$ cat src/hdl/pfsp_pkg.sv
// Package for the pack format string parser: beat structs, command codes,
// character and kind constants. No dependencies.
`timescale 1ns / 1ps

package pfsp_pkg;

  // Default sizes and limits, handed to the top level as parameters.
  localparam int unsigned MaxIntBytesDef  = 8;
  localparam int unsigned MaxBitCountDef  = 64;
  localparam int unsigned LongBytesDef    = 8;
  localparam int unsigned IntegerBytesDef = 8;
  localparam int unsigned NumberBytesDef  = 8;
  localparam int unsigned SizeBytesDef    = 8;
  localparam int unsigned QueueDepthDef   = 4;

  // Accumulator saturation value.
  localparam logic [11:0] AccMax = 12'hFFF;

  // Result status codes.
  localparam logic [1:0] ST_FIELD   = 2'd0;
  localparam logic [1:0] ST_END     = 2'd1;
  localparam logic [1:0] ST_INVALID = 2'd2;
  localparam logic [1:0] ST_SIZE    = 2'd3;

  // Field kinds.
  localparam logic [2:0] KIND_SINT  = 3'd0;
  localparam logic [2:0] KIND_UINT  = 3'd1;
  localparam logic [2:0] KIND_FLOAT = 3'd2;
  localparam logic [2:0] KIND_RAW   = 3'd3;
  localparam logic [2:0] KIND_SBITS = 3'd4;
  localparam logic [2:0] KIND_UBITS = 3'd5;
  localparam logic [2:0] KIND_BOOL  = 3'd6;

  // Counted option codes.
  localparam logic [2:0] OPT_I_LO = 3'd0;
  localparam logic [2:0] OPT_I_UP = 3'd1;
  localparam logic [2:0] OPT_C    = 3'd2;
  localparam logic [2:0] OPT_R_LO = 3'd3;
  localparam logic [2:0] OPT_R_UP = 3'd4;
  localparam logic [2:0] OPT_V    = 3'd5;

  // Format characters.
  localparam logic [7:0] CH_NUL   = 8'h00;
  localparam logic [7:0] CH_0     = 8'h30;
  localparam logic [7:0] CH_9     = 8'h39;
  localparam logic [7:0] CH_LT    = 8'h3C;
  localparam logic [7:0] CH_GT    = 8'h3E;
  localparam logic [7:0] CH_UP_B  = 8'h42;
  localparam logic [7:0] CH_UP_H  = 8'h48;
  localparam logic [7:0] CH_UP_I  = 8'h49;
  localparam logic [7:0] CH_UP_J  = 8'h4A;
  localparam logic [7:0] CH_UP_L  = 8'h4C;
  localparam logic [7:0] CH_UP_R  = 8'h52;
  localparam logic [7:0] CH_UP_T  = 8'h54;
  localparam logic [7:0] CH_LO_B  = 8'h62;
  localparam logic [7:0] CH_LO_C  = 8'h63;
  localparam logic [7:0] CH_LO_D  = 8'h64;
  localparam logic [7:0] CH_LO_F  = 8'h66;
  localparam logic [7:0] CH_LO_H  = 8'h68;
  localparam logic [7:0] CH_LO_I  = 8'h69;
  localparam logic [7:0] CH_LO_J  = 8'h6A;
  localparam logic [7:0] CH_LO_L  = 8'h6C;
  localparam logic [7:0] CH_LO_N  = 8'h6E;
  localparam logic [7:0] CH_LO_R  = 8'h72;
  localparam logic [7:0] CH_LO_V  = 8'h76;

  // Command classes passed from the front end to the back end.
  typedef enum logic [2:0] {
    OP_FIXED,
    OP_COUNTED,
    OP_DIGIT,
    OP_SET_LE,
    OP_SET_BE,
    OP_END,
    OP_INVALID
  } op_e;

  typedef struct packed {
    op_e         op;
    logic [2:0]  kind;
    logic [11:0] size_bits;
    logic [2:0]  opt;
    logic [3:0]  dflt;
    logic [3:0]  digit;
  } cmd_t;

  typedef struct packed {
    logic [7:0] ch;
    logic [2:0] bit_offset;
  } item_t;

  typedef struct packed {
    logic [1:0]  status;
    logic [2:0]  kind;
    logic [11:0] size_bits;
    logic        little_endian;
    logic        last;
  } result_t;

  // Kind reported for each counted option.
  function automatic logic [2:0] opt_kind(input logic [2:0] opt);
    logic [2:0] k;
    case (opt)
      OPT_I_LO: k = KIND_SINT;
      OPT_I_UP: k = KIND_UINT;
      OPT_C:    k = KIND_RAW;
      OPT_R_LO: k = KIND_SBITS;
      OPT_R_UP: k = KIND_UBITS;
      OPT_V:    k = KIND_BOOL;
      default:  k = KIND_SINT;
    endcase
    return k;
  endfunction

endpackage

$ cat src/hdl/pfsp_front.sv
// Front end of the pack format string parser: takes character beats and
// classifies each into a command for the queue. Depends on pfsp_pkg.
`timescale 1ns / 1ps

module pfsp_front import pfsp_pkg::*; #(
  parameter int unsigned LongBytes    = LongBytesDef,
  parameter int unsigned IntegerBytes = IntegerBytesDef,
  parameter int unsigned NumberBytes  = NumberBytesDef,
  parameter int unsigned SizeBytes    = SizeBytesDef
) (
  input  logic  in_valid_i,
  output logic  in_ready_o,
  input  item_t in_data_i,
  output logic  push_o,
  output cmd_t  push_cmd_o,
  input  logic  full_i
);

  localparam logic [11:0] LongBits    = 12'(LongBytes * 8);
  localparam logic [11:0] IntegerBits = 12'(IntegerBytes * 8);
  localparam logic [11:0] NumberBits  = 12'(NumberBytes * 8);
  localparam logic [11:0] SizeBits    = 12'(SizeBytes * 8);

  cmd_t cmd;

  // A beat is taken whenever the queue has room.
  assign in_ready_o = !full_i;
  assign push_o     = in_valid_i && !full_i;
  assign push_cmd_o = cmd;

  // Character classification.
  always_comb begin
    cmd       = '0;
    cmd.op    = OP_INVALID;
    cmd.digit = 4'(in_data_i.ch - CH_0);
    case (in_data_i.ch)
      CH_LO_B: begin cmd.op = OP_FIXED; cmd.kind = KIND_SINT;  cmd.size_bits = 12'd8;  end
      CH_UP_B: begin cmd.op = OP_FIXED; cmd.kind = KIND_UINT;  cmd.size_bits = 12'd8;  end
      CH_LO_H: begin cmd.op = OP_FIXED; cmd.kind = KIND_SINT;  cmd.size_bits = 12'd16; end
      CH_UP_H: begin cmd.op = OP_FIXED; cmd.kind = KIND_UINT;  cmd.size_bits = 12'd16; end
      CH_LO_L: begin cmd.op = OP_FIXED; cmd.kind = KIND_SINT;  cmd.size_bits = LongBits; end
      CH_UP_L: begin cmd.op = OP_FIXED; cmd.kind = KIND_UINT;  cmd.size_bits = LongBits; end
      CH_LO_J: begin cmd.op = OP_FIXED; cmd.kind = KIND_SINT;  cmd.size_bits = IntegerBits; end
      CH_UP_J: begin cmd.op = OP_FIXED; cmd.kind = KIND_UINT;  cmd.size_bits = IntegerBits; end
      CH_UP_T: begin cmd.op = OP_FIXED; cmd.kind = KIND_SINT;  cmd.size_bits = SizeBits; end
      CH_LO_F: begin cmd.op = OP_FIXED; cmd.kind = KIND_FLOAT; cmd.size_bits = 12'd32; end
      CH_LO_D: begin cmd.op = OP_FIXED; cmd.kind = KIND_FLOAT; cmd.size_bits = 12'd64; end
      CH_LO_N: begin cmd.op = OP_FIXED; cmd.kind = KIND_FLOAT; cmd.size_bits = NumberBits; end
      CH_LO_I: begin cmd.op = OP_COUNTED; cmd.opt = OPT_I_LO; cmd.dflt = 4'd4; end
      CH_UP_I: begin cmd.op = OP_COUNTED; cmd.opt = OPT_I_UP; cmd.dflt = 4'd4; end
      CH_LO_C: begin cmd.op = OP_COUNTED; cmd.opt = OPT_C;    cmd.dflt = 4'd1; end
      CH_LO_R: begin cmd.op = OP_COUNTED; cmd.opt = OPT_R_LO; cmd.dflt = 4'd1; end
      CH_UP_R: begin cmd.op = OP_COUNTED; cmd.opt = OPT_R_UP; cmd.dflt = 4'd1; end
      CH_LO_V: begin
        cmd.op   = OP_COUNTED;
        cmd.opt  = OPT_V;
        cmd.dflt = {1'b0, in_data_i.bit_offset} + 4'd1;
      end
      CH_LT:   cmd.op = OP_SET_LE;
      CH_GT:   cmd.op = OP_SET_BE;
      CH_NUL:  cmd.op = OP_END;
      default: begin
        if (in_data_i.ch inside {[CH_0:CH_9]}) begin
          cmd.op = OP_DIGIT;
        end
      end
    endcase
  end

endmodule

$ cat src/hdl/pfsp_queue.sv
// Short command queue between the front and back ends of the parser.
// Depends on pfsp_pkg for the command struct.
`timescale 1ns / 1ps

module pfsp_queue import pfsp_pkg::*; #(
  parameter int unsigned Depth = QueueDepthDef
) (
  input  logic clk_i,
  input  logic rst_ni,
  input  logic push_i,
  input  cmd_t push_cmd_i,
  output logic full_o,
  output logic head_valid_o,
  output cmd_t head_cmd_o,
  input  logic pop_i
);

  localparam int unsigned PtrW = (Depth > 1) ? $clog2(Depth) : 1;
  localparam int unsigned CntW = $clog2(Depth + 1);
  localparam logic [PtrW-1:0] LastPtr = PtrW'(Depth - 1);
  localparam logic [CntW-1:0] DepthCnt = CntW'(Depth);

  cmd_t            mem_q [Depth];
  logic [PtrW-1:0] wr_ptr_q, wr_ptr_d, rd_ptr_q, rd_ptr_d;
  logic [CntW-1:0] cnt_q, cnt_d;
  logic            do_pop;

  assign full_o       = (cnt_q == DepthCnt);
  assign head_valid_o = (cnt_q != '0);
  assign head_cmd_o   = mem_q[rd_ptr_q];
  assign do_pop       = pop_i && head_valid_o;

  // Pointer and fill count update.
  always_comb begin
    wr_ptr_d = wr_ptr_q;
    rd_ptr_d = rd_ptr_q;
    cnt_d    = cnt_q;
    if (push_i) begin
      wr_ptr_d = (wr_ptr_q == LastPtr) ? '0 : wr_ptr_q + 1'b1;
    end
    if (do_pop) begin
      rd_ptr_d = (rd_ptr_q == LastPtr) ? '0 : rd_ptr_q + 1'b1;
    end
    if (push_i && !do_pop) begin
      cnt_d = cnt_q + 1'b1;
    end else if (!push_i && do_pop) begin
      cnt_d = cnt_q - 1'b1;
    end
  end

  always_ff @(posedge clk_i or negedge rst_ni) begin
    if (!rst_ni) begin
      wr_ptr_q <= '0;
      rd_ptr_q <= '0;
      cnt_q    <= '0;
    end else begin
      wr_ptr_q <= wr_ptr_d;
      rd_ptr_q <= rd_ptr_d;
      cnt_q    <= cnt_d;
    end
  end

  // Storage.
  always_ff @(posedge clk_i) begin
    if (push_i) begin
      mem_q[wr_ptr_q] <= push_cmd_i;
    end
  end

endmodule

$ cat src/hdl/pfsp_back.sv
// Back end of the parser: holds byte order and pending count state, runs
// queued commands and drives the registered result beat. Depends on pfsp_pkg.
`timescale 1ns / 1ps

module pfsp_back import pfsp_pkg::*; #(
  parameter int unsigned MaxIntBytes = MaxIntBytesDef,
  parameter int unsigned MaxBitCount = MaxBitCountDef
) (
  input  logic    clk_i,
  input  logic    rst_ni,
  input  logic    head_valid_i,
  input  cmd_t    head_cmd_i,
  output logic    pop_o,
  output logic    out_valid_o,
  input  logic    out_ready_i,
  output result_t out_data_o
);

  localparam logic [11:0] IntLimit = 12'(MaxIntBytes);
  localparam logic [11:0] BitLimit = 12'(MaxBitCount);

  logic        le_q, le_d;
  logic        pend_q, pend_d;
  logic [2:0]  opt_q, opt_d;
  logic [3:0]  dflt_q, dflt_d;
  logic [11:0] acc_q, acc_d;
  logic        seen_q, seen_d;
  logic        out_valid_q, out_valid_d;
  result_t     out_q, res;

  logic        step;
  logic        emit;
  logic [2:0]  code;
  logic [11:0] cnt, limit;
  logic [15:0] acc_mul;
  logic [11:0] acc_sat;
  result_t     flush;

  assign step        = head_valid_i && (!out_valid_q || out_ready_i);
  assign out_valid_o = out_valid_q;
  assign out_data_o  = out_q;

  // Count finishing: limit check and size of the pending option.
  always_comb begin
    code = (opt_q > OPT_V) ? OPT_I_LO : opt_q;
    cnt  = seen_q ? acc_q : {8'd0, dflt_q};
    case (code)
      OPT_I_LO, OPT_I_UP: limit = IntLimit;
      OPT_C:              limit = 12'd256;
      OPT_R_LO, OPT_R_UP: limit = BitLimit;
      default:            limit = 12'd8;
    endcase
    flush      = '0;
    flush.kind = opt_kind(code);
    if (cnt == '0 || cnt > limit) begin
      flush.status = ST_SIZE;
    end else begin
      flush.status        = ST_FIELD;
      flush.size_bits     = {cnt[8:0], 3'b000};
      flush.little_endian = (code == OPT_I_LO || code == OPT_I_UP) ? le_q : 1'b0;
    end
  end

  // Decimal accumulate with saturation.
  always_comb begin
    acc_mul = {1'b0, acc_q, 3'b000} + {3'b000, acc_q, 1'b0} + {12'd0, head_cmd_i.digit};
    acc_sat = (acc_mul > {4'd0, AccMax}) ? AccMax : acc_mul[11:0];
  end

  // Command execution.
  always_comb begin
    le_d   = le_q;
    pend_d = pend_q;
    opt_d  = opt_q;
    dflt_d = dflt_q;
    acc_d  = acc_q;
    seen_d = seen_q;
    res    = '0;
    emit   = 1'b0;
    pop_o  = 1'b0;
    if (step) begin
      if (pend_q) begin
        if (head_cmd_i.op == OP_DIGIT) begin
          acc_d  = acc_sat;
          seen_d = 1'b1;
          pop_o  = 1'b1;
        end else begin
          // Finish the pending option. A byte order modifier or a new counted
          // option gives no beat of its own, so it is taken in the same cycle;
          // any other command stays at the queue head and runs after the flush.
          emit     = 1'b1;
          res      = flush;
          pend_d   = 1'b0;
          opt_d    = '0;
          dflt_d   = '0;
          acc_d    = '0;
          seen_d   = 1'b0;
          res.last = (head_cmd_i.op inside {OP_SET_LE, OP_SET_BE, OP_COUNTED});
          if (res.last) begin
            pop_o = 1'b1;
            case (head_cmd_i.op)
              OP_SET_LE: le_d = 1'b1;
              OP_SET_BE: le_d = 1'b0;
              default: begin
                pend_d = 1'b1;
                opt_d  = head_cmd_i.opt;
                dflt_d = head_cmd_i.dflt;
              end
            endcase
          end
        end
      end else begin
        pop_o    = 1'b1;
        res.last = 1'b1;
        case (head_cmd_i.op)
          OP_FIXED: begin
            emit              = 1'b1;
            res.status        = ST_FIELD;
            res.kind          = head_cmd_i.kind;
            res.size_bits     = head_cmd_i.size_bits;
            res.little_endian = le_q;
          end
          OP_COUNTED: begin
            pend_d = 1'b1;
            opt_d  = head_cmd_i.opt;
            dflt_d = head_cmd_i.dflt;
            acc_d  = '0;
            seen_d = 1'b0;
          end
          OP_SET_LE: le_d = 1'b1;
          OP_SET_BE: le_d = 1'b0;
          OP_END: begin
            emit       = 1'b1;
            res.status = ST_END;
          end
          default: begin
            emit       = 1'b1;
            res.status = ST_INVALID;
          end
        endcase
      end
    end
  end

  // Output register.
  always_comb begin
    out_valid_d = out_valid_q;
    if (step) begin
      out_valid_d = emit;
    end else if (out_ready_i) begin
      out_valid_d = 1'b0;
    end
  end

  always_ff @(posedge clk_i or negedge rst_ni) begin
    if (!rst_ni) begin
      le_q        <= 1'b1;
      pend_q      <= 1'b0;
      opt_q       <= '0;
      dflt_q      <= '0;
      acc_q       <= '0;
      seen_q      <= 1'b0;
      out_valid_q <= 1'b0;
    end else begin
      le_q        <= le_d;
      pend_q      <= pend_d;
      opt_q       <= opt_d;
      dflt_q      <= dflt_d;
      acc_q       <= acc_d;
      seen_q      <= seen_d;
      out_valid_q <= out_valid_d;
    end
  end

  always_ff @(posedge clk_i) begin
    if (step && emit) begin
      out_q <= res;
    end
  end

  // A finished pending option never leaves the pending flag set, unless a new
  // counted option takes its place.
  a_flush_clears: assert property (@(posedge clk_i) disable iff (!rst_ni)
    step && pend_q && head_cmd_i.op != OP_DIGIT && head_cmd_i.op != OP_COUNTED
      |=> !pend_q)
    else $error("pending option not cleared after finishing");

  // A field descriptor always carries a non-zero size.
  a_field_size: assert property (@(posedge clk_i) disable iff (!rst_ni)
    out_valid_q && out_q.status == ST_FIELD |-> out_q.size_bits != '0)
    else $error("field descriptor with zero size");

  // End and invalid beats carry no descriptor content.
  a_end_clean: assert property (@(posedge clk_i) disable iff (!rst_ni)
    out_valid_q && (out_q.status == ST_END || out_q.status == ST_INVALID) |->
      out_q.kind == '0 && out_q.size_bits == '0 && !out_q.little_endian)
    else $error("end or invalid beat carries descriptor content");

  // Raw, bit and boolean fields are never little endian.
  a_no_endian: assert property (@(posedge clk_i) disable iff (!rst_ni)
    out_valid_q && out_q.kind >= KIND_RAW |-> !out_q.little_endian)
    else $error("byte order set on a field without byte order");

endmodule

$ cat src/hdl/pack_format_string_parser_unit.sv
// Character beats pass through the command queue; result beats are registered.
// Throughput: one character per cycle while the queue has room; a character that
// finishes a pending counted option and gives its own result waits at the queue
// head during the flush, as the single result register takes one beat per cycle.
// Reset: asynchronous; byte order little endian, no option pending, queue empty.
`timescale 1ns / 1ps

module pack_format_string_parser_unit import pfsp_pkg::*; #(
  parameter int unsigned MaxIntBytes  = MaxIntBytesDef,
  parameter int unsigned MaxBitCount  = MaxBitCountDef,
  parameter int unsigned LongBytes    = LongBytesDef,
  parameter int unsigned IntegerBytes = IntegerBytesDef,
  parameter int unsigned NumberBytes  = NumberBytesDef,
  parameter int unsigned SizeBytes    = SizeBytesDef,
  parameter int unsigned QueueDepth   = QueueDepthDef
) (
  input  logic    clk_i,
  input  logic    rst_ni,
  input  logic    in_valid_i,
  output logic    in_ready_o,
  input  item_t   in_data_i,
  output logic    out_valid_o,
  input  logic    out_ready_i,
  output result_t out_data_o
);

  logic push, full, head_valid, pop;
  cmd_t push_cmd, head_cmd;

  // Character classification.
  pfsp_front #(
    .LongBytes    (LongBytes),
    .IntegerBytes (IntegerBytes),
    .NumberBytes  (NumberBytes),
    .SizeBytes    (SizeBytes)
  ) u_front (
    .in_valid_i (in_valid_i),
    .in_ready_o (in_ready_o),
    .in_data_i  (in_data_i),
    .push_o     (push),
    .push_cmd_o (push_cmd),
    .full_i     (full)
  );

  // Decoupling queue.
  pfsp_queue #(
    .Depth (QueueDepth)
  ) u_queue (
    .clk_i        (clk_i),
    .rst_ni       (rst_ni),
    .push_i       (push),
    .push_cmd_i   (push_cmd),
    .full_o       (full),
    .head_valid_o (head_valid),
    .head_cmd_o   (head_cmd),
    .pop_i        (pop)
  );

  // Execution and result register.
  pfsp_back #(
    .MaxIntBytes (MaxIntBytes),
    .MaxBitCount (MaxBitCount)
  ) u_back (
    .clk_i        (clk_i),
    .rst_ni       (rst_ni),
    .head_valid_i (head_valid),
    .head_cmd_i   (head_cmd),
    .pop_o        (pop),
    .out_valid_o  (out_valid_o),
    .out_ready_i  (out_ready_i),
    .out_data_o   (out_data_o)
  );

endmodule
$ cat config.mk
export PLATFORM = sky130hd
export DESIGN_NAME = pack_format_string_parser_unit
export DESIGN_NICKNAME = d
export VERILOG_FILES = /design/src/hdl/pfsp_pkg.sv /design/src/hdl/pfsp_front.sv /design/src/hdl/pfsp_queue.sv /design/src/hdl/pfsp_back.sv /design/src/hdl/pack_format_string_parser_unit.sv
export SDC_FILE = /design/constraint.sdc
export NUM_CORES = 1
export LEC_CHECK = 0
export ABC_AREA = 1
export BUFFER_PORTS_ARGS = -buffer_cell sky130_fd_sc_hd__buf_4
export CAP_MARGIN = 40
export CORE_MARGIN = 2
export CORE_UTILIZATION = 30
export DETAILED_ROUTE_END_ITERATION = 8
export GPL_TIMING_DRIVEN = 0
export HOLD_SLACK_MARGIN = 0.02
export PLACE_DENSITY_LB_ADDON = 0.12
export SYNTH_ARGS = -nofsm -noshare
export SYNTH_HDL_FRONTEND = slang
export SYNTH_HIERARCHICAL = 1
export SYNTH_SLANG_ARGS = --single-unit
$ cat constraint.sdc
create_clock -name clk_i -period 3.5 [get_ports clk_i]
set_clock_uncertainty 0.05 [all_clocks]
set_input_delay 0.7 -clock clk_i [delete_from_list [all_inputs] [get_ports clk_i]]
set_output_delay 0.7 -clock clk_i [all_outputs]
set_load 0.005 [all_outputs]
* Yosys cells after proc, flatten, opt, wreduce, memory -nomap -nowiden
Memory sizes are Yosys's and may differ from the RTL's.
Index checks and enable logic that the tools add are counted.
** Cells by class
- Reduce and logical (&&, ||, !) cells :: 35
- $lt $le $gt $ge :: 5
- Equal/unequal tests :: 35
- Bitwise gates (word level) :: 0
- Shift-type cells :: 0
- Divide/modulo/power cells :: 0
- Muxes and demuxes :: 57
- $mul :: 0
- $add $sub $neg :: 8
** Operators by type and width (number)
- 8-bit by 7-bit equality test with 1-bit output (second input constant) :: 18
- 14-bit one-hot mux with 8 select lines :: 1
- 12-bit 2-to-1 mux :: 5
- 7-bit one-hot mux with 6 select lines :: 1
- 19-bit 2-to-1 mux :: 2
- 3-bit one-hot mux with 5 select lines :: 2
- 3-bit 2-to-1 mux :: 9
- 1-bit 2-to-1 mux :: 24
- 4-bit 2-to-1 mux :: 5
- 9-bit one-hot mux with 2 select lines :: 1
- 15-bit by 13-bit adder with 16-bit output :: 1
- 16-bit by 4-bit adder with 16-bit output :: 1
- 8-bit by 6-bit equality test with 1-bit output (second input constant) :: 2
- 16-bit by 12-bit greater-than comparator with 1-bit output (second input constant) :: 1
- 16-bit 2-to-1 mux :: 1
- 3-bit equality test (second input constant) :: 5
- 13-bit 2-to-1 mux :: 1
- 3-bit by 2-bit equality test with 1-bit output (second input constant) :: 4
- 12-bit by 9-bit greater-than comparator with 1-bit output :: 1
- 12-bit zero test :: 1
- 12-bit OR reduction :: 1
- 8-bit by 6-bit >= comparator with 1-bit output (second input constant) :: 1
- 8-bit by 6-bit less-or-equal comparator with 1-bit output (second input constant) :: 1
- 8-bit zero test :: 1
- 24 further kinds :: 50
** Word-level totals
- Bits in writable memories :: 112
- ROM bits :: 0
- Output and inout port bits :: 21
- Latch bits :: 0
- Memories :: 1
- Bits in registers :: 49
- Word-level logic and storage cells :: 156
** Memories
- u_queue.mem_q :: depth 4, bits a word 28, rd ports 1, clocked after memory_dff 0, write ports 1, line pfsp_queue.sv:23 : cmd_t mem_q [Depth];

* Depth between registers and ports, before layout
Gate-level depths: netlist of the first run.
An unclocked memory read counts as a cell.
- Depth after elaboration :: 11
- Gate-level depth with buffers :: 20

* Hierarchy
Netlist of the first run, hierarchy kept.
** By module, submodules not included
- pfsp_queue :: cells an instance 393, instances 1, area each 5119.9 um^2
- pfsp_back :: cells an instance 415, instances 1, area each 3099.2 um^2
- pfsp_front :: cells an instance 121, instances 1, area each 649.4 um^2

* Worst setup path before layout of the first run
Ideal clock, no wire load.
- Path kind :: register to register
- Start :: register u_queue.rd_ptr_q[0]
- End :: register u_back.acc_q[0]
- Stages on the path, launching flop included :: 19
- Slack :: 0.460 ns
- Clock period less this slack :: 3.040 ns
- Buffers on the path :: 4
- Arrival time :: 2.873 ns
- Data required time :: 3.334 ns
- Cell sequence :: dfrtp_1 > buf_6 > buf_6 > buf_6 > o211ai_2 > nand2_1 > fa_1 > fa_1 > nand3_1 > nand3_2 > nand3_1 > nand3_1 > nand2_1 > nand2_1 > nor2_2 > buf_4 > nand3_1 > nand2_1 > nand2_1
** RTL lines
- start: declaration :: line pfsp_queue.sv:24 : logic [PtrW-1:0] wr_ptr_q, wr_ptr_d, rd_ptr_q, rd_ptr_d;
- start signal: assignment :: line pfsp_queue.sv:58 : rd_ptr_q <= rd_ptr_d;
- end signal: assignment :: line pfsp_back.sv:161 : acc_q <= '0;
- end signal: assignment :: line pfsp_back.sv:169 : acc_q <= acc_d;
- end: declaration :: line pfsp_back.sv:26 : logic [11:0] acc_q, acc_d;

==> results of run 1 <==
==> report_power, final <==
group | switching, mW | total, mW | internal, mW
Sequential | 0.193 | 2.95 | 2.76
Clock | 0.812 | 1.96 | 1.14
Combinational | 2.01 | 3.11 | 1.09
==> stage by stage <==
step	setup TNS [ps]	hold WS (ps)	power (mW)	setup slack, ps
after floorplan	0	354	4.98	460
after global placement	-154	407	6.04	-118
after detailed placement	-179	414	6.11	-124
after CTS	0	176	8.09	16.4
after global routing	0	187	8.59	10.4
final	0	174	8.01	219
==> final timing paths <==
kind	startpoint	endpoint	slack (ps)
setup reg to reg	u_queue/rd_ptr_q[0]	u_back/acc_q[9]	220
hold / removal	rst_ni	u_back/acc_q[10]	170
min in group clk_i	u_queue/cnt_q[2]	u_queue/cnt_q[2]	430
setup / recovery	u_queue/rd_ptr_q[0]	u_back/acc_q[9]	220
max in group asynchronous	rst_ni	u_back/le_q	2880
hold reg to reg	u_queue/cnt_q[2]	u_queue/cnt_q[2]	430
==> placed cells by master, fill, tap and decap left out, types with 4 or more instances in the layout <==
master and n:
nand2_1 263, inv_1 140, edfxtp_1 135, nor2_1 53, buf_4 50, nand3_1 46, o211ai_1 40, ha_1 36
dfrtp_1 29, o21ai_0 23, o211ai_2 19, clkbuf_16 17, a21oi_1 13, nand2_2 12, buf_2 11, nand4_1 9
inv_2 9, conb_1 9, buf_6 8, nor2_2 7, nor3_1 6, xnor2_1 5, inv_6 4, o21ai_2 4
o21ai_1 4, nand2_4 4
==> cell families (layout without fill, tap and decap cells) <==
family          after synthesis  count (layout)  share of synthesized area (%)
flops                       165             165                           54.2
xor+xnor                      8               8                          0.790
buf+inv                     189             261                           9.42
simple gates                413             413                           20.0
compound gates              114             114                           9.75
other cells                   1               9                         0.0423
fa+ha+maj                    39              39                           5.76
==> area by class of cell <==
cell class	instances	area (sq um)
timing repair buffer	40	373
tap	384	480
clock buffer	17	425
buffer	39	283
inverter	150	566
sequential	165	4810
fill	2928	18500
clock inverter	15	191
multi-input combinational	583	3280
==> worst max-delay path, cell delays in order (launching register included) <==
cell and delay (ps):
dfrtp_1 390, buf_6 140, buf_6 150, buf_6 160, o211ai_2 150, nand2_1 120, fa_2 520, fa_2 440
nand3_1 110, nand3_2 120, nand3_1 120, nand3_1 70, nand2_1 60, nand2_1 80, nor2_4 140, buf_6 160
nand3_1 80, nand2_1 70, nand2_1 40
==> per-layer routing <==
| metal | GRT usage, % | up-vias | share of wire (%) |
|---|---|---|---|
| met1 | 19.5 | 2844 | 49 |
| met4 | 4.51 | 0 | 1.9 |
| met2 | 22.9 | 109 | 46 |
| met5 | 0 | - | 0 |
| li1 | - | 3186 | - |
| met3 | 2.13 | 24 | 3.3 |
==> flip-flops by register name, summed over array words and instances (netlist names) <==
| signal | cells |
|---|---|
| u_queue/rd_ptr_q | 2 |
| u_queue/cnt_q | 3 |
| u_back/out_data_o | 19 |
| u_back/out_valid_o | 1 |
| u_back/opt_q | 3 |
| u_back/seen_q | 1 |
| u_queue/mem_q | 116 |
| u_back/dflt_q | 4 |
| u_back/le_q | 1 |
| u_back/acc_q | 12 |
| u_queue/wr_ptr_q | 2 |
| u_back/pend_q | 1 |
==> what timing repair did <==
action / CTS / global route
endpoints found under the setup margin: 2 / 14
resized for setup: 1 / 11
pin swaps: 0 / 0
==> key figures, run 1 <==
Run status
  • Status: complete, no violations

Layout
  • Post-route cell area: 0.0104 sq mm
  • Share of cells above drive strength 1: 17.5%
  • Post-Route Utilization: 36.0%
  • Fin nets: 1,050
  • N_diodes: 0
  • Fin cells: 1,393
  • Area grow syn2layout: 17.3%

Synthesis
  • Top post-synthesis cells by area: edfxtp_1 (46%), nand2_1 (11%), dfrtp_1 (8.2%), inv_1 (6.0%), ha_1 (5.1%)
  • Most frequent cell after synthesis: nand2_1
  • Seq/Total Area, Yosys: 54.2%
  • Top cells by count, synth: nand2_1 (264), inv_1 (142), edfxtp_1 (135)
  • Synthesized area per cell: 9.55 sq um
  • Synth Instances: 929
  • Netlist Area Pre-Place: 0.00887 sq mm
  • Yosys top cell by area: edfxtp_1
  • Ys async rst share: 18.2%
  • Primary FF master, synth: edfxtp_1
  • Yosys cell types: 42
  • Warnings from Yosys: 6
  • Yosys top cell area share: 45.7%
  • Synth Register Bits: 165
  • Number of synthesized flops with an enable pin: 135

Clock network
  • Hold_buf cts: 0
  • Clock Tree Buf Depth: 2
  • Num CTS Buffers: 17
  • # clock sinks: 165
  • Root buffer cell: clkbuf_16
  • Worst-Skew Late Latency: 420 ps
  • Post-CTS setup buffer count: 0
  • CTS HTree Levels: 4
  • CTS tree: built
  • Worst-path clk slew: 70 ps

STA
  • Setup violators final: 0
  • Final worst-path cycle share: 93.7%
  • Worst Tran Pin Value: 752 ps
  • RSZ-0062 raised after global routing: false
  • Relative slew slack: 49.4%
  • Final Hold Vio Count: 0
  • Minimum clock period after layout: 3280 ps
  • FMAX: 305 MHz
  • Final slew viol count: 0

Critical path
  • Crit Path Max Fanout: 10
  • Setup CP Type: register to register
  • Reg2Reg Depth: 18
  • Worst EP required: 3760 ps
  • Critical path startpoint category: register
  • Setup crit end kind: register
  • CP arrival: 3540 ps

Die
  • DIE AREA: 0.0310 sq mm
  • # rows: 62
  • Chip height: 176 microns
  • Die Wd: 176 microns
  • CORE AREA: 0.0289 sq mm
  • Top-level port count: 36
  • Initial Util: 30.6%

Placed design
  • DP Area: 0.00975 sq mm
  • Placer Congestion: 0.789
  • Placed insts: 1,361
  • # port buffers: 35
  • DPL Wire Length: 15.2 mm

Drt
  • Vias/cell: 4.42
  • Drt wl/cell: 14.9 microns
  • DRC viols: 0
  • Via count: 6,163
  • TritonRoute pass-1 iters: 4
  • ANT nets after route: 0
  • Routed WL: 20.7 mm
  • DRT iter0 DRCs: 439

GRT
  • Grt ovf: 0
  • Largest net degree at the start of global routing: 31
  • Total track usage: 14.1%
  • Initial antenna violation count: 0
  • Number of global-route vias before repair: 6,052
  • Global-route wire length before repair: 33.4 mm

Pwr
  • P_leak: 4.76 nW
  • P per Cell Area: 770 mW/mm^2
  • IR drop worst, VDD: 353 uV

Hold path
  • Worst Hold Class: input port to asynchronous set/reset pin

Run
  • Maxcap violations: 0
Power figures use the tool's default switching activity.
==> run 2, diff against run 1 <==
CELL_PAD_IN_SITES_DETAIL_PLACEMENT = 2   (was default)
CELL_PAD_IN_SITES_GLOBAL_PLACEMENT = 2   (was default)
==> run 2 against run 1 <==
Compared with the run above: non-clock buffer count grew 2; maximum frequency grew 1.2%; combinational power grew 3%; clock power is essentially flat; hold slack lost 3.2 ps.
==> key figures, run 2 (synthesis gave the netlist of run 1 again) <==
Run
  • Maxcap violations: 0 (unchanged)

Die
  • # rows: 62 (unchanged)
  • Top-level port count: 36 (unchanged)
  • DIE AREA: 0.0310 sq mm (unchanged)
  • CORE AREA: 0.0289 sq mm (unchanged)
  • Initial Util: 30.6% (unchanged)
  • Die Wd: 176 microns (unchanged)
  • Chip height: 176 microns (unchanged)

Placed design
  • Placer Congestion: 0.740 (-6.1%)
  • Worst Setup Slack post-DPL: -179 ps (-55.1 ps)
  • Placed insts: 1,358 (-0.22%)
  • # port buffers: 35 (unchanged)
  • DP Area: 0.00969 sq mm (-0.64%)
  • DPL Wire Length: 18.5 mm (+22%)

Critical path
  • Worst EP required: 3770 ps (about the same)
  • CP arrival: 3510 ps (-30 ps)
  • Setup CP Type: register to register
  • Setup crit end kind: register
  • Crit Path Max Fanout: 10 (unchanged)
  • Critical path startpoint category: register

Clock network
  • Clock Tree Buf Depth: 2 (unchanged)
  • Hold_buf cts: 0 (unchanged)
  • Worst-path clk slew: 70 ps (about the same)
  • CTS HTree Levels: 4 (unchanged)
  • Num CTS Buffers: 17 (unchanged)
  • Worst-Skew Late Latency: 430 ps (about the same)
  • Root buffer cell: clkbuf_16
  • # clock sinks: 165 (unchanged)
  • CTS tree: built

STA
  • Worst hold margin: 171 ps (-3.16 ps)
  • FMAX: 308 MHz (+1.2%)
  • Relative slew slack: 44.5% (-4.9 points)
  • Minimum clock period after layout: 3240 ps (-39.3 ps)
  • Final Hold Vio Count: 0 (unchanged)
  • Setup violators final: 0 (unchanged)
  • Worst Tran Pin Value: 832 ps (+80.2 ps)
  • Final slew viol count: 0 (unchanged)
  • RSZ-0062 raised after global routing: false
  • Final worst-path cycle share: 92.6% (-1.1 points)
  • Final WS setup: 258 ps (+39.3 ps)

Layout
  • Post-route cell area: 0.0104 sq mm (about the same)
  • Max reg flops: 116 (unchanged)
  • Biggest register: u_queue/mem_q
  • Area grow syn2layout: 17.4% (about the same)
  • Share of cells above drive strength 1: 18.3% (+0.76 points)
  • Fin cells: 1,395 (+0.14%)
  • Commonest non-fill, non-tap cell in the layout: nand2_1
  • Most frequent cells in the layout: nand2_1 (262), inv_1 (139), edfxtp_1 (135)
  • N_diodes: 0 (unchanged)
  • Fin nets: 1,052 (+0.19%)

Pwr
  • Sw Ratio: 40.0% (+2.4 points)
  • P_leak: 4.76 nW (about the same)
  • Psw: 3.24 mW (+7.5%)
  • Tot Pwr: 8.11 mW (+1.2%)
  • Combinational share of power: 39.4% (+0.6 points)
  • IR drop worst, VDD: 372 uV (+5.5%)
  • Sequential Power Share: 36.7% (about the same)
  • Clock share of power: 24.0% (-0.4 points)
  • P per Cell Area: 779 mW/mm^2 (+1.1%)
  • P_int: 4.86 mW (-2.6%)

Drt
  • Routed WL: 24.8 mm (+19%)
  • ANT nets after route: 0 (unchanged)
  • TritonRoute pass-1 iters: 5 (+1)
  • DRC viols: 0 (unchanged)
  • Vias/cell: 4.63 (+4.7%)
  • DRT iter0 DRCs: 251 (-43%)
  • Via count: 6,460 (+4.8%)
  • Drt wl/cell: 17.8 microns (+19%)

GRT
  • Initial antenna violation count: 0 (unchanged)
  • Largest net degree at the start of global routing: 31 (unchanged)
  • Grt ovf: 0 (unchanged)
  • Total track usage: 16.9% (+2.7 points)
  • Number of global-route vias before repair: 7,102 (+17%)
  • Global-route wire length before repair: 39.5 mm (+18%)

Run status
  • Status: complete, no violations

Hold path
  • Worst Hold Class: input port to asynchronous set/reset pin
## run 2: worst paths after layout
| kind | start | end | slack [ps] | cells after the start |
|---|---|---|---|---|
| max | u_queue/rd_ptr_q[0] | u_back/acc_q[9] | 260 | 18 |
| max in group asynchronous | rst_ni | u_back/le_q | 2880 | 1 |
| min reg2reg | u_queue/cnt_q[2] | u_queue/cnt_q[2] | 430 | 2 |
| max reg2reg | u_queue/rd_ptr_q[0] | u_back/acc_q[9] | 260 | 18 |
| min | rst_ni | u_queue/cnt_q[0] | 170 | 1 |
| min in group clk_i | out_ready_i | u_back/out_valid_o | 420 | 2 |
## run 2: layer usage
metal	track usage (%)	vias to the layer above	routed length (microns)
met1	22.0	3187	11700
li1	-	3190	-
met5	0	-	0
met4	4.17	0	259
met3	2.00	13	452
met2	29.9	70	12400
## run 2: metrics by stage
step	utilization, %	TNS [ps]
finish	36.0	0
global route	36.0	0
CTS	35.7	0
detailed placement	33.5	-934
global placement	33.3	-580
floorplan	-	0
## run 2: cell type report
cell class              instances  area, sq um
fillers                      3186        18500
well taps                     384          480
clock buffers                  17          425
clock inverters                15          198
inverters                     150          566
plain buffers                  39          280
multi-input cells             583         3310
repair buffers                 42          348
flip-flops and latches        165         4810
## run 2: timing repair
action                     4_1_cts  5_1_grt
pin swaps                        0        3
buffers inserted                 0        4
cloned                           0        1
setup endpoints to repair       12       14
resized for setup                3       14
## run 2: power groups by stage
stage	Clock, mW	Combinational [mW]	Sequential [mW]
2_1_floorplan	0	2.01	2.97
3_3_place_gp	0	3.10	3.01
3_5_place_dp	0	3.20	3.03
4_1_cts	2.00	3.23	2.99
5_1_grt	2.06	3.63	3.03
6_report	1.94	3.19	2.97
## run 2: worst max-delay path: stages, from the launching register on
cell and delay [ps]:
dfrtp_1 400, buf_6 150, buf_6 160, buf_6 160, o211ai_2 150, nand2_1 120, fa_1 400, ha_1 380
a21oi_2 190, nand2_2 110, nand3_1 110, nand3_1 80, nand2_1 60, nand2_1 60, nor2_2 170, buf_6 170
nand3_1 80, nand2_1 70, nand2_1 50
==> run 3, diff against run 2 <==
SKIP_LAST_GASP = 1   (was default)
SYNTH_HIERARCHICAL = default   (was 1)
==> run 3 against run 2 <==
Compared with the run above: largest power group unchanged; cell count is 22% lower; register-to-register slack worse by 20 ps; highest routed layer unchanged; clock power is 14% lower; critical path type unchanged; clock-buffer cell count is 1 higher.
==> key figures, run 3 <==
Critical path
  • Critical Path Slowest Stage Cell: fa_1
  • CP arrival: 3520 ps (about the same)
  • Critical path's largest stage delay: 540 ps (+140 ps)
  • Setup CP Type: register to register
  • Critical Path Most Common Cell: nand2_1
  • Crit Path Max Fanout: 19 (+9)
  • Worst-path cell chain: inv_2 > buf_12 > o21ai_1 > o22ai_2 > fa_1 > fa_2 > nand3_1 > nand3_2 > nand3_2 > nand3_1 > nand2_1 > nand2_1 > nor2_4 > buf_6 > nand3_1 > nand2_1 > nand2_1
  • Setup crit end kind: register
  • Worst EP required: 3760 ps (about the same)
  • Critical path startpoint category: register

Die
  • # rows: 55 (-11%)
  • Top-level port count: 36 (unchanged)
  • DIE AREA: 0.0244 sq mm (-21%)
  • Die Wd: 156 microns (-11%)
  • CORE AREA: 0.0227 sq mm (-22%)
  • Initial Util: 30.6% (-0.076 points)
  • Chip height: 156 microns (-11%)

Run
  • Maxcap violations: 0 (unchanged)

Synthesis
  • Primary FF master, synth: edfxtp_1
  • Yosys top cell area share: 41.5% (-4.2 points)
  • Netlist Area Pre-Place: 0.00694 sq mm (-22%)
  • Top post-synthesis cells by area: edfxtp_1 (42%), dfrtp_1 (10%), nand2_1 (8.3%), ha_1 (6.5%), nor2_1 (4.5%)
  • Yosys cell types: 49 (+17%)
  • Synth Register Bits: 126 (-24%)
  • Synth Instances: 740 (-20%)
  • Seq/Total Area, Yosys: 52.4% (-1.8 points)
  • Yosys top cell by area: edfxtp_1
  • Most frequent cell after synthesis: nand2_1
  • Ys async rst share: 23.8% (+5.6 points)
  • Top cells by count, synth: nand2_1 (153), edfxtp_1 (96), nor2_1 (84)
  • Warnings from Yosys: 0 (-6)
  • Number of synthesized flops with an enable pin: 96 (-29%)
  • Synthesized area per cell: 9.38 sq um (-1.7%)

Pwr
  • P_leak: 3.65 nW (-23%)
  • P_int: 4.17 mW (-14%)
  • Combinational share of power: 44.4% (+5.0 points)
  • Sequential Power Share: 32.5% (-4.2 points)
  • Psw: 3.02 mW (-6.9%)
  • IR drop worst, VDD: 267 uV (-28%)
  • Clock share of power: 23.1% (-0.9 points)
  • Sw Ratio: 42.0% (+2.0 points)
  • P per Cell Area: 872 mW/mm^2 (+12%)

Drt
  • ANT nets after route: 0 (unchanged)
  • Vias/cell: 4.86 (+5.0%)
  • Via count: 5,314 (-18%)
  • Routed WL: 19.5 mm (-21%)
  • TritonRoute pass-1 iters: 6 (+1)
  • DRC viols: 0 (unchanged)
  • Drt wl/cell: 17.8 microns (+0.30%)
  • DRT iter0 DRCs: 163 (-35%)

STA
  • Final Hold Vio Count: 0 (unchanged)
  • Final slew viol count: 0 (unchanged)
  • Worst Tran Pin Value: 589 ps (-243 ps)
  • Relative slew slack: 60.7% (+16 points)
  • Setup violators final: 0 (unchanged)
  • Final worst-path cycle share: 93.1% (+0.49 points)
  • Final WS setup: 241 ps (-17.1 ps)
  • Post-Route Setup TNS: 0 ps (unchanged)
  • Minimum clock period after layout: 3260 ps (+17.1 ps)
  • FMAX: 307 MHz (-0.52%)

Layout
  • Biggest register: u_queue.mem_q
  • Commonest non-fill, non-tap cell in the layout: nand2_1
  • N_diodes: 0 (unchanged)
  • Max reg flops: 80 (-31%)
  • Fin nets: 849 (-19%)
  • Area grow syn2layout: 18.8%
  • Post-Route Utilization: 36.3% (+0.35 points)
  • Share of cells above drive strength 1: 19.4% (+1.1 points)
  • Most frequent cells in the layout: nand2_1 (153), edfxtp_1 (96), nor2_1 (78)

GRT
  • Global-route wire length before repair: 31.9 mm (-19%)
  • Total track usage: 17.1% (+0.26 points)
  • Initial antenna violation count: 0 (unchanged)
  • Grt ovf: 0 (unchanged)
  • Number of global-route vias before repair: 5,987 (-16%)
  • Largest net degree at the start of global routing: 31 (unchanged)

Clock network
  • Worst-path clk slew: 60 ps (about the same)
  • CTS tree: built
  • # clock sinks: 126 (-24%)
  • Num CTS Buffers: 17 (unchanged)
  • Worst-Skew Late Latency: 420 ps (about the same)
  • CTS HTree Levels: 4 (unchanged)
  • Root buffer cell: clkbuf_16
  • Clock Tree Buf Depth: 2 (unchanged)

Placed design
  • Worst Setup Slack post-DPL: -909 ps (-730 ps)
  • # port buffers: 32 (-8.6%)
  • DPL Wire Length: 15.1 mm (-19%)
  • Placer Congestion: 0.830 (+12%)

Hold path
  • Worst Hold Class: input port to asynchronous set/reset pin

Run status
  • Status: complete, no violations
==> run 3: changes by cell type after synthesis, moves of 19 or more <==
cell and change:
edfxtp_1 -39, inv_1 -66, o211ai_1 -39, nand2_1 -111, o21ai_0 +23, nor2_1 +31
o211ai_2 -19
==> run 3: metal layers <==
metal	up-vias	global-route usage [%]	part of all wire (%)
li1	2584	-	-
met2	58	29.8	49
met5	-	0	0
met3	19	2.75	1.9
met4	0	4.94	1.5
met1	2653	22.0	48
==> run 3: kinds of logic (layout without fill, tap and decap cells) <==
family	after synthesis	after routing	synth area share, %
buf+inv	113	179	6.97
fa+ha+maj	39	39	7.35
other cells	1	3	0.0540
simple gates	348	348	23.4
flops	126	126	52.4
xor+xnor	9	9	1.14
compound gates	104	104	8.72
==> run 3: cell type report <==
class / count / area (sq um)
sequential: 126 / 3640
inverter: 90 / 343
tap: 285 / 357
clock inverter: 14 / 124
fill: 2477 / 14500
buffer: 19 / 159
timing repair buffer: 38 / 315
multi-input combinational: 503 / 2890
clock buffer: 18 / 429
==> run 3: critical path, delay by kind of cell, from the launching register on <==
family / cells / cell delay, ps
AND/OR/NAND/NOR: 10 / 910
adder cells (fa/ha/maj): 2 / 990
AO/OA/AOI/OAI: 2 / 300
buffers and inverters: 3 / 420
flip-flops: 1 / 440
==> run 3: stage by stage <==
stage / instance area (sq um) / std cells / hold slack, ps / power (mW)
after floorplan: 6950 / 742 / 354 / 4.46
after global placement: 7550 / 1059 / 422 / 5.36
after detailed placement: 7620 / 1064 / 424 / 5.59
after CTS: 8200 / 1092 / 190 / 7.30
after global routing: 8250 / 1093 / 200 / 7.78
final: 8250 / 1093 / 177 / 7.19
==> run 3: repair_timing <==
action / 4_1_cts / 5_1_grt
hold buffers: 0 / 0
resized for setup: 11 / 12
setup buffers: 0 / 1
endpoints found under the setup margin: 12 / 12
pin swaps: 0 / 1
==> run 3: power groups by stage <==
| stage | Clock, mW | Combinational [mW] | Sequential, mW |
|---|---|---|---|
| global placement | 0 | 3.00 | 2.36 |
| floorplan | 0 | 2.14 | 2.32 |
| CTS | 1.70 | 3.24 | 2.36 |
| global route | 1.76 | 3.64 | 2.39 |
| finish | 1.66 | 3.19 | 2.34 |
| detailed placement | 0 | 3.21 | 2.38 |
==> run 3: final timing paths <==
path	slack, ps	start	cells after the start	end
max in group asynchronous	2860	rst_ni	1	u_back.le_q
min in group clk_i	420	out_ready_i	2	u_back.out_valid_o
min reg2reg	440	u_back.dflt_q[1]	2	u_back.dflt_q[1]
min	180	rst_ni	1	u_back.acc_q[11]
max reg2reg	240	u_queue.rd_ptr_q[0]	17	u_back.acc_q[6]
max	240	u_queue.rd_ptr_q[0]	17	u_back.acc_q[6]
